$ cat src/hw/rtl/snorm_pkg.sv
package snorm_pkg;

  // sample and register widths
  localparam int unsigned SampleBits = 16;
  localparam int unsigned RadixW     = SampleBits + 1;
  localparam int unsigned OutW       = 8;
  localparam int unsigned NumCh      = 3;
  localparam int unsigned DivSteps   = OutW;
  localparam int unsigned QFrac      = 16;
  localparam int unsigned AccW       = 27;
  localparam int unsigned CfgIdxW    = 2;

  // request to result latency: entry stage, divider steps, two convert stages
  localparam int unsigned Latency    = 1 + DivSteps + 2;

  // register indexes
  localparam logic [CfgIdxW-1:0] RegFormatMode = 2'd0;
  localparam logic [CfgIdxW-1:0] RegInputRadix = 2'd1;

  // format modes
  localparam logic [1:0] ModeLuma   = 2'd0;
  localparam logic [1:0] ModeYcc    = 2'd1;
  localparam logic [1:0] ModeRgb    = 2'd2;
  localparam logic [1:0] ModeRgbAlt = 2'd3;

  localparam logic [1:0]        FormatModeRst = ModeYcc;
  localparam logic [RadixW-1:0] InputRadixRst = RadixW'(256);

  // q16 bt.601 full-range coefficients
  localparam logic signed [AccW-1:0] CoefCrR = 27'sd91881;
  localparam logic signed [AccW-1:0] CoefCbG = 27'sd22544;
  localparam logic signed [AccW-1:0] CoefCrG = 27'sd46793;
  localparam logic signed [AccW-1:0] CoefCbB = 27'sd116130;
  localparam logic signed [OutW:0]   ChromaMid = 9'sd128;
  localparam logic [OutW-1:0]        Max8 = 8'hFF;

  typedef struct packed {
    logic [SampleBits-1:0] ch0_in;
    logic [SampleBits-1:0] ch1_in;
    logic [SampleBits-1:0] ch2_in;
  } pix_in_t;

  typedef struct packed {
    logic [OutW-1:0] red_out;
    logic [OutW-1:0] green_out;
    logic [OutW-1:0] blue_out;
  } pix_out_t;

  // floor of q16 sum, clipped to 0..255
  function automatic logic [OutW-1:0] clip_q16(input logic signed [AccW-1:0] acc);
    logic [OutW-1:0] res;
    if (acc[AccW-1]) begin
      res = '0;
    end else if (|acc[AccW-2:QFrac+OutW]) begin
      res = Max8;
    end else begin
      res = acc[QFrac+OutW-1:QFrac];
    end
    return res;
  endfunction

endpackage

$ cat src/hw/rtl/snorm_norm.sv
module snorm_norm (
  input  logic                                        clk_i,
  input  logic                                        rst_ni,
  input  logic                                        valid_i,
  input  snorm_pkg::pix_in_t                          pixel_i,
  input  logic [snorm_pkg::RadixW-1:0]                radix_i,
  output logic                                        valid_o,
  output logic [snorm_pkg::NumCh-1:0][snorm_pkg::OutW-1:0] samp_o
);
  import snorm_pkg::*;

  logic [SampleBits-1:0] samp_in [NumCh];

  logic              valid_q [DivSteps+1];
  logic [RadixW-1:0] rem_q   [DivSteps+1][NumCh];
  logic [OutW-1:0]   quo_q   [DivSteps+1][NumCh];
  logic              sat_q   [DivSteps+1][NumCh];

  logic [RadixW-1:0] rem_d [DivSteps][NumCh];
  logic [OutW-1:0]   quo_d [DivSteps][NumCh];

  assign samp_in[0] = pixel_i.ch0_in;
  assign samp_in[1] = pixel_i.ch1_in;
  assign samp_in[2] = pixel_i.ch2_in;

  // one restoring division step per stage, remainder stays below the radix for samples below it
  always_comb begin
    logic [RadixW:0]   shl;
    logic [RadixW+1:0] diff;
    for (int s = 0; s < DivSteps; s++) begin
      for (int c = 0; c < NumCh; c++) begin
        shl  = {rem_q[s][c], 1'b0};
        diff = {1'b0, shl} - {2'b00, radix_i};
        rem_d[s][c] = diff[RadixW+1] ? shl[RadixW-1:0] : diff[RadixW-1:0];
        quo_d[s][c] = {quo_q[s][c][OutW-2:0], ~diff[RadixW+1]};
      end
    end
  end

  // valid chain
  always_ff @(posedge clk_i or negedge rst_ni) begin
    if (!rst_ni) begin
      for (int s = 0; s <= DivSteps; s++) valid_q[s] <= 1'b0;
    end else begin
      valid_q[0] <= valid_i;
      for (int s = 0; s < DivSteps; s++) valid_q[s+1] <= valid_q[s];
    end
  end

  // entry stage: sample below radix gives a quotient under 256, else saturate
  always_ff @(posedge clk_i) begin
    for (int c = 0; c < NumCh; c++) begin
      rem_q[0][c] <= {1'b0, samp_in[c]};
      quo_q[0][c] <= '0;
      sat_q[0][c] <= (radix_i == '0) || ({1'b0, samp_in[c]} >= radix_i);
    end
    for (int s = 0; s < DivSteps; s++) begin
      for (int c = 0; c < NumCh; c++) begin
        rem_q[s+1][c] <= rem_d[s][c];
        quo_q[s+1][c] <= quo_d[s][c];
        sat_q[s+1][c] <= sat_q[s][c];
      end
    end
  end

  assign valid_o = valid_q[DivSteps];

  always_comb begin
    for (int c = 0; c < NumCh; c++) begin
      samp_o[c] = sat_q[DivSteps][c] ? Max8 : quo_q[DivSteps][c];
    end
  end

endmodule

$ cat src/hw/rtl/snorm_conv.sv
module snorm_conv (
  input  logic                                             clk_i,
  input  logic                                             rst_ni,
  input  logic                                             valid_i,
  input  logic [snorm_pkg::NumCh-1:0][snorm_pkg::OutW-1:0] samp_i,
  input  logic [1:0]                                       mode_i,
  output logic                                             valid_o,
  output snorm_pkg::pix_out_t                              pixel_o
);
  import snorm_pkg::*;

  logic                  pass;
  logic                  luma_only;
  logic signed [OutW:0]  cb_s;
  logic signed [OutW:0]  cr_s;

  logic                  v1_q, v2_q;
  logic                  pass_q;
  logic [OutW-1:0]       a_q, b_q, c_q;
  logic signed [AccW-1:0] t_r_q, t_gb_q, t_gr_q, t_b_q;

  logic signed [AccW-1:0] y_acc;
  logic signed [AccW-1:0] sum_r, sum_g, sum_b;
  pix_out_t              pix_d;
  pix_out_t              pix_q;

  // chroma offsets, forced to zero (chroma at mid-scale) in luma-only mode
  assign pass      = (mode_i == ModeRgb) || (mode_i == ModeRgbAlt);
  assign luma_only = (mode_i == ModeLuma);
  assign cb_s = luma_only ? '0 : $signed({1'b0, samp_i[1]}) - ChromaMid;
  assign cr_s = luma_only ? '0 : $signed({1'b0, samp_i[2]}) - ChromaMid;

  // valid chain
  always_ff @(posedge clk_i or negedge rst_ni) begin
    if (!rst_ni) begin
      v1_q <= 1'b0;
      v2_q <= 1'b0;
    end else begin
      v1_q <= valid_i;
      v2_q <= v1_q;
    end
  end

  // stage one: coefficient products
  always_ff @(posedge clk_i) begin
    pass_q <= pass;
    a_q    <= samp_i[0];
    b_q    <= samp_i[1];
    c_q    <= samp_i[2];
    t_r_q  <= CoefCrR * AccW'(cr_s);
    t_gb_q <= CoefCbG * AccW'(cb_s);
    t_gr_q <= CoefCrG * AccW'(cr_s);
    t_b_q  <= CoefCbB * AccW'(cb_s);
  end

  // stage two: sums, floor and clip, or pass-through in the rgb modes
  assign y_acc = $signed({{(AccW-OutW-QFrac){1'b0}}, a_q, {QFrac{1'b0}}});
  assign sum_r = y_acc + t_r_q;
  assign sum_g = y_acc - t_gb_q - t_gr_q;
  assign sum_b = y_acc + t_b_q;

  always_comb begin
    if (pass_q) begin
      pix_d.red_out   = a_q;
      pix_d.green_out = b_q;
      pix_d.blue_out  = c_q;
    end else begin
      pix_d.red_out   = clip_q16(sum_r);
      pix_d.green_out = clip_q16(sum_g);
      pix_d.blue_out  = clip_q16(sum_b);
    end
  end

  always_ff @(posedge clk_i) begin
    pix_q <= pix_d;
  end

  assign valid_o = v2_q;
  assign pixel_o = pix_q;

endmodule

$ cat src/hw/rtl/sample_normalize_ycbcr_to_rgb.sv
// pixel normalizer and full-range bt.601 ycbcr to rgb converter
//
// request channel: raise start with pixel_i (three samples) for one cycle; the
// request is taken at a rising edge where start is high and busy is low. busy
// stays low, so a new pixel may be issued in every cycle.
// result channel: result_o is shown for exactly one cycle with result_valid_o
// high; it is taken once the request has passed the entry stage, the eight
// divider stages, the product stage and the sum and clip stage. one pixel per
// clock sustained; most stages belong to the eight-step restoring divider that
// normalizes each sample by input_radix, one quotient bit per stage.
// config channel: cfg_valid_i with cfg_index_i and cfg_data_i, always ready.
// index 0 is format_mode, index 1 is input_radix; other indexes are dropped.
// write registers only while no request is in flight.
// reset: format_mode returns to ycbcr, input_radix to 256, and all pipeline
// valid bits clear so no result appears until new requests arrive.
// the receiver cannot stall; results are never held back.
module sample_normalize_ycbcr_to_rgb (
  input  logic                              clk_i,
  input  logic                              rst_ni,
  input  logic                              start,
  output logic                              busy,
  input  snorm_pkg::pix_in_t                pixel_i,
  output logic                              result_valid_o,
  output snorm_pkg::pix_out_t               result_o,
  input  logic                              cfg_valid_i,
  output logic                              cfg_ready_o,
  input  logic [snorm_pkg::CfgIdxW-1:0]     cfg_index_i,
  input  logic [snorm_pkg::RadixW-1:0]      cfg_data_i
);
  import snorm_pkg::*;

  logic [1:0]        format_mode_q, format_mode_d;
  logic [RadixW-1:0] input_radix_q, input_radix_d;
  logic              req;
  logic              norm_valid;
  logic [NumCh-1:0][OutW-1:0] norm_samp;

  // fully pipelined, a request is taken every cycle
  assign busy        = 1'b0;
  assign cfg_ready_o = 1'b1;
  assign req         = start && !busy;

  // configuration registers
  always_comb begin
    format_mode_d = format_mode_q;
    input_radix_d = input_radix_q;
    if (cfg_valid_i && cfg_ready_o) begin
      case (cfg_index_i)
        RegFormatMode: format_mode_d = cfg_data_i[1:0];
        RegInputRadix: input_radix_d = cfg_data_i;
        default: ;
      endcase
    end
  end

  always_ff @(posedge clk_i or negedge rst_ni) begin
    if (!rst_ni) begin
      format_mode_q <= FormatModeRst;
      input_radix_q <= InputRadixRst;
    end else begin
      format_mode_q <= format_mode_d;
      input_radix_q <= input_radix_d;
    end
  end

  // sample normalization
  snorm_norm u_norm (
    .clk_i   (clk_i),
    .rst_ni  (rst_ni),
    .valid_i (req),
    .pixel_i (pixel_i),
    .radix_i (input_radix_q),
    .valid_o (norm_valid),
    .samp_o  (norm_samp)
  );

  // color conversion
  snorm_conv u_conv (
    .clk_i   (clk_i),
    .rst_ni  (rst_ni),
    .valid_i (norm_valid),
    .samp_i  (norm_samp),
    .mode_i  (format_mode_q),
    .valid_o (result_valid_o),
    .pixel_o (result_o)
  );

endmodule

$ cat config.mk
export PLATFORM = sky130hd
export DESIGN_NAME = sample_normalize_ycbcr_to_rgb
export DESIGN_NICKNAME = d
export VERILOG_FILES = /design/src/hw/rtl/snorm_pkg.sv /design/src/hw/rtl/snorm_norm.sv /design/src/hw/rtl/snorm_conv.sv /design/src/hw/rtl/sample_normalize_ycbcr_to_rgb.sv
export SDC_FILE = /design/constraint.sdc
export NUM_CORES = 2
export LEC_CHECK = 0
export ABC_CLOCK_PERIOD_IN_PS = 7600
export BUFFER_PORTS_ARGS = -buffer_cell sky130_fd_sc_hd__buf_4
export CAP_MARGIN = 20
export CORE_ASPECT_RATIO = 0.7
export CORE_UTILIZATION = 64
export DETAILED_ROUTE_END_ITERATION = 8
export PLACE_DENSITY = 0.92
export SLEW_MARGIN = 0
export SYNTH_ARGS = -nofsm -noshare
export SYNTH_HDL_FRONTEND = slang
export SYNTH_SLANG_ARGS = --single-unit
$ cat constraint.sdc
create_clock -name clk_i -period 7.6 [get_ports clk_i]
set_input_delay 0.76 -clock clk_i [delete_from_list [all_inputs] [get_ports clk_i]]
set_output_delay 0.76 -clock clk_i [all_outputs]
set_load 0.02 [all_outputs]
=== After elaboration in Yosys (flattened, before gate mapping) ===
Memories as Yosys holds them, arrays and structs flattened.
Index checks and enable logic that the tools add are counted.

* Bits of input ports: 71
* Output and inout port bits: 27
* RAM bits: 702
* Word-level logic and storage cells: 138
* Bits in registers: 182
* Memories kept: 3

* $lt $le $gt $ge: 3
* Add/subtract/negate cells: 30
* Muxes and demuxes: 35
* Multiply operators: 4
* Bitwise gates (word level): 24
* Eq/ne operators: 3
* Reductions and logical operators: 12

{| class="wikitable"
|+ Memories
! name !! words !! width !! rd ports !! clocked after memory_dff !! write ports !! line !! text
|-
| u_norm.rem_q || 9 || 51 || 8 || 0 || 9 || snorm_norm.sv:15 || <nowiki>logic [RadixW-1:0] rem_q [DivSteps+1][NumCh];</nowiki>
|-
| u_norm.quo_q || 9 || 24 || 9 || 0 || 9 || snorm_norm.sv:16 || <nowiki>logic [OutW-1:0] quo_q [DivSteps+1][NumCh];</nowiki>
|-
| u_norm.sat_q || 9 || 3 || 9 || 0 || 9 || snorm_norm.sv:17 || <nowiki>logic sat_q [DivSteps+1][NumCh];</nowiki>
|}

{| class="wikitable"
|+ Operator list
! kind !! number
|-
| subtractor 18 x 17 -> 19 bit || 24
|-
| 2-to-1 mux 17 bit || 24
|-
| 2-to-1 mux 8 bit || 8
|-
| adder 25 x 27 -> 27 bit || 2
|-
| multiplier 17 x 9 -> 26 bit, first input constant || 2
|-
| greater-or-equal comparator 16 x 17 -> 1 bit || 3
|-
| multiplier 18 x 9 -> 27 bit, first input constant || 1
|-
| subtractor 25 x 27 -> 27 bit || 1
|-
| subtractor 27 bit || 1
|-
| 2-to-1 mux 24 bit || 1
|-
| NOT 1 bit || 24
|-
| multiplier 12 x 9 -> 21 bit, first input constant || 1
|-
| 2-to-1 mux 9 bit || 2
|-
| subtractor 8 x 8 -> 9 bit, second input constant || 2
|-
| zero test 17 bit || 1
|-
| OR reduction 2 bit || 3
|-
| equality test 2 bit, second input constant || 2
|-
| zero test 2 bit || 2
|-
| logical OR 1 bit || 4
|-
| AND reduction 2 bit || 2
|-
| equality test 2 x 1 -> 1 bit, second input constant || 1
|}

=== Longest topological paths before layout ===
* Depth in word-level cells: 6
* Mapped depth: 22
* Mapped depth without buffers: 21

=== By module ===
From an unflattened synthesis, not the netlist that was laid out.

* Cell total of the unflattened synthesis: 4849
* Area, all modules: 46255.6 µm²

{| class="wikitable"
|+ Modules (own cells, without submodules)
! module !! cells an instance !! times used !! seq. area each (µm²) !! area each (µm²)
|-
| snorm_norm || 3585 || 1 || 11035.6 || 33633.5
|-
| snorm_conv || 1219 || 1 || 2412.3 || 11831.3
|-
| sample_normalize_ycbcr_to_rgb || 45 || 1 || 478.0 || 790.8
|}

=== Worst setup path before layout ===
Ideal clock, no wire load.

* Path kind: register to register
* From: register format_mode_q[1]
* To: register u_conv.t_gr_q[21]
* Stages on the path, launching flop included: 23
* Setup slack: 2.214 ns
* Arrival: 5.265 ns
* Path buffers: 1
* Clock period less this slack: 5.386 ns
* Setup time: 0.121 ns
* Data required time: 7.479 ns
* Path through: dfrtp_1 > or2_2 > nand2b_1 > clkbuf_1 > inv_1 > ha_1 > inv_1 > ha_1 > inv_1 > fa_1 > inv_1 > fa_1 > ha_1 > ha_1 > inv_1 > nor2_1 > a311oi_1 > o211ai_1 > a31oi_1 > nor2b_1 > o21a_1 > or2_2 > xor2_1

* Word-level cells in the longest chain between the ends: 3

{| class="wikitable"
|+ Ends and longest elaborated chain
! element !! line !! text
|-
| start: declaration || sample_normalize_ycbcr_to_rgb.sv:32 || <nowiki>logic [1:0] format_mode_q, format_mode_d;</nowiki>
|-
| start signal: assignment || sample_normalize_ycbcr_to_rgb.sv:58 || <nowiki>format_mode_q <= FormatModeRst;</nowiki>
|-
| start signal: assignment || sample_normalize_ycbcr_to_rgb.sv:61 || <nowiki>format_mode_q <= format_mode_d;</nowiki>
|-
| zero test 2 bit || snorm_conv.sv:29 || <nowiki>assign luma_only = (mode_i == ModeLuma);</nowiki>
|-
| 2-to-1 mux 9 bit || snorm_conv.sv:31 || <nowiki>assign cr_s = luma_only ? '0 : $signed({1'b0, samp_i[2]}) - ChromaMid;</nowiki>
|-
| multiplier 17 x 9 -> 26 bit || snorm_conv.sv:52 || <nowiki>t_gr_q <= CoefCrG * AccW'(cr_s);</nowiki>
|-
| end signal: assignment || snorm_conv.sv:52 ||
|-
| end: declaration || snorm_conv.sv:20 || <nowiki>logic signed [AccW-1:0] t_r_q, t_gb_q, t_gr_q, t_b_q;</nowiki>
|}

No other way between the ends.
A chain may end at the register's enable or synchronous reset.

=== Worst setup path in the final report ===
* From: register format_mode_q[1]
* To: register u_conv.t_b_q[24]

* Word-level cells in the longest chain between the ends: 3

{| class="wikitable"
|+ Ends and longest elaborated chain
! element !! line !! text
|-
| zero test 2 bit || snorm_conv.sv:29 ||
|-
| 2-to-1 mux 9 bit || snorm_conv.sv:30 || <nowiki>assign cb_s = luma_only ? '0 : $signed({1'b0, samp_i[1]}) - ChromaMid;</nowiki>
|-
| multiplier 17 x 9 -> 26 bit || snorm_conv.sv:53 || <nowiki>t_b_q <= CoefCbB * AccW'(cb_s);</nowiki>
|-
| end signal: assignment || snorm_conv.sv:53 ||
|-
| end: declaration || snorm_conv.sv:20 ||
|}

No other way between the ends.

==> metrics.txt <==
yosys warns=0; M1 wire length=48,600 um; clk buf depth=3; final setup violation count=0; DRT iter0 DRCs=3,275; CTS tree=done; min cycle time layout=6090 ps; maxcap violations=0; post-route ant nets=0; num ports=98; Max Fanout on Critical Path=13; Worst path max stage delay=520 ps; core area=68,400 um2; final wirelength=113,000 um; Num CTS Buffers=70; routability congestion estimate=0.975; Post-synth EDFFs=0; commonest non-fill, non-tap cell in the layout=ha_1; CP max-delay cell=a21boi_0; Detailed Routing Iterations Pass 1=6; Worst Hold Class=primary input to asynchronous set/reset pin; port bufs=95; vias in the first global route=35,300; antenna violations before repair=3; Max Clock Skew=23.6 ps; Synth Flop Type=dfxtp_1; Tot GR Track Use=31.7%; syn avg cell area=9.73 um2; drt drc=0; Startpoint Class=register; clock root buffer=clkbuf_16; Least-Margin Pin Slew=1050 ps; diodes inserted=0; crit end category=register; post-route clock period utilization=80.1%; hold-fix buffers at CTS=0; Final #Nets=5,630; worst-path cell chain=or2_2 -> nand2b_1 -> inv_1 -> ha_1 -> inv_1 -> ha_1 -> inv_1 -> fa_1 -> inv_1 -> fa_1 -> ha_1 -> ha_1 -> nand2_1 -> nor4_1 -> o31ai_1 -> a211oi_1 -> o31a_1 -> o211ai_1 -> a21boi_0 -> o21ai_0 -> o41ai_1; Fmax=164 MHz; Die X=317 um; Seq/Total Area, Yosys=31.4%; share of post-route cells with drive strength above 1=11.0%; RSZ-0062 raised after global routing=false; Post-DP HPWL=78,800 um; die area=70,500 um2; most frequent cells in the layout=ha_1, dfxtp_1, nor2_1, a21oi_1, inv_1; total number of vias=35,600; clock sinks=688; Congestion Overflow GR=0; metal3 WL=10,600 um; Critical Path RT=8110 ps; H-tree levels=3; global-route wire length before repair=181,000 um; routed len/inst=19.9 um; DR top layer=met5; Clk Latency, worst-skew pair=620 ps; Hold Vio Cnt, Final=0; worst rel slew slack=29.7%; post-synth cell types=84; Max Slew Vio Count=0; Syn Nets=5,477; Total Neg Setup Slack=0 ps; met2 routed WL=49,100 um; Syn Inst Count=4,565; Synth Register Bits=688; Vias/cell=6.27; Clock transition at path regs=60 ps; critical path class=register to register; Layout area overhead=9.65%; Async SR Flop Fraction=4.36%; largest net degree at the start of global routing=33; post_cts resized=0; postcts setup bufs=0; CP arrival=6590 ps; die extent in y=222 um; standard-cell rows=80; run status=finished, final reports clean; Mapped Area=44,400 um2; Initial Utilization=65.0%
## cells in the mapped netlist (12+ instances only)
master	number	area [um2]
nor3_1	67	335
a221o_1	23	230
xnor2_1	192	1680
nand2b_1	56	350
o31ai_1	17	128
fa_1	127	2540
and3_1	27	169
nand3_1	71	355
mux2_2	201	2260
a21o_1	72	541
xor2_1	104	911
o41ai_1	13	114
o21ai_1	12	60.1
dfrtp_1	28	701
a31oi_1	33	206
nor2b_1	83	519
o2111ai_1	25	219
a21boi_0	13	97.6
a21oi_1	346	1730
o21bai_1	30	225
clkbuf_1	38	143
a41o_1	14	140
o211a_1	13	130
nand2_1	196	736
o21ai_0	164	821
o21a_1	141	1060
nor2_1	395	1480
and2_1	22	138
inv_1	305	1140
nor4_1	12	75.1
o211ai_1	19	143
a211o_1	35	307
o31a_1	47	412
or3_1	40	250
ha_1	714	8930
dfxtp_1	658	13200
mux2i_1	25	250
or2_2	30	188
a211oi_1	20	150
## worst max-delay path: cells and delay by family, from the launching register on
family	cells	cell delay, ps
simple gates	4	1290
compound gates	7	1790
buf+inv	4	330
fa+ha+maj	6	2150
flops	1	400
## layout make-up
| type | count | area (um2) |
|---|---|---|
| fill | 4519 | 19700 |
| clock inverter | 20 | 243 |
| clock buffer | 107 | 2120 |
| tap | 902 | 1130 |
| multi-input combinational | 3520 | 29100 |
| inverter | 305 | 1140 |
| timing repair buffer | 133 | 1010 |
| sequential | 688 | 13900 |
## stage by stage
step | hold slack [ps] | utilization [%] | area (um2) | setup slack (ps) | cells
floorplan | 310 | - | 44400 | 2210 | 4565
global placement | 311 | 67.7 | 46300 | 1830 | 5545
detailed placement | 312 | 67.7 | 46300 | 1480 | 5545
CTS | 101 | 71.2 | 48700 | 1520 | 5672
global route | 124 | 71.2 | 48700 | 1200 | 5675
finish | 101 | 71.2 | 48700 | 1510 | 5675
## final timing paths
path	from	endpoint	slack, ps	depth (start not counted)
min in group clk_i	pixel_i[12]	u_norm.rem_q[0][12]$_DFF_P_	240	1
worst min-delay path	rst_ni	input_radix_q[0]$_DFFE_PN0P_	100	1
worst max register to register	format_mode_q[1]$_DFFE_PN0P_	u_conv.t_b_q[24]$_DFF_P_	1510	21
worst max-delay path	format_mode_q[1]$_DFFE_PN0P_	u_conv.t_b_q[24]$_DFF_P_	1510	21
max in group asynchronous	rst_ni	input_radix_q[0]$_DFFE_PN0P_	7130	1
worst min register to register	u_norm.quo_q[7][9]$_DFF_P_	u_norm.quo_q[8][10]$_DFF_P_	320	0
## registers in the layout, indices dropped and copies added (netlist names)
register / cells
format_mode_q: 2
input_radix_q: 17
u_conv.a_q: 8
u_conv.b_q: 8
u_conv.c_q: 8
u_conv.pass_q: 1
u_conv.pixel_o: 24
u_conv.t_b_q: 11
u_conv.t_gb_q: 21
u_conv.t_gr_q: 21
u_conv.t_r_q: 16
u_conv.v1_q: 1
u_conv.valid_o: 1
u_norm.quo_q: 108
u_norm.rem_q: 405
u_norm.sat_q: 27
u_norm.valid_o: 1
u_norm.valid_q: 8
## cell families after synthesis
group                      count (synthesis)  synth area share, %
and+or+nand+nor                         1034                 11.1
AOI/OAI and AO/OA                       1109                 16.7
buffers and inverters                    357                 3.17
muxes                                    238                 6.02
other                                      2               0.0169
DFF                                      688                 31.4
adders and majority gates                841                 25.8
xor gates and xnor gates                 296                 5.84
## layer usage
| layer | GRT usage [%] | vias to the layer above |
|---|---|---|
| li1 | - | 16700 |
| met5 | 0 | - |
| met3 | 5.90 | 305 |
| met1 | 43.0 | 16900 |
| met4 | 12.6 | 2 |
| met2 | 49.7 | 1673 |
Power is not shown: default switching activity piles up to over one toggle a cycle in this logic, so the estimate is an artifact.
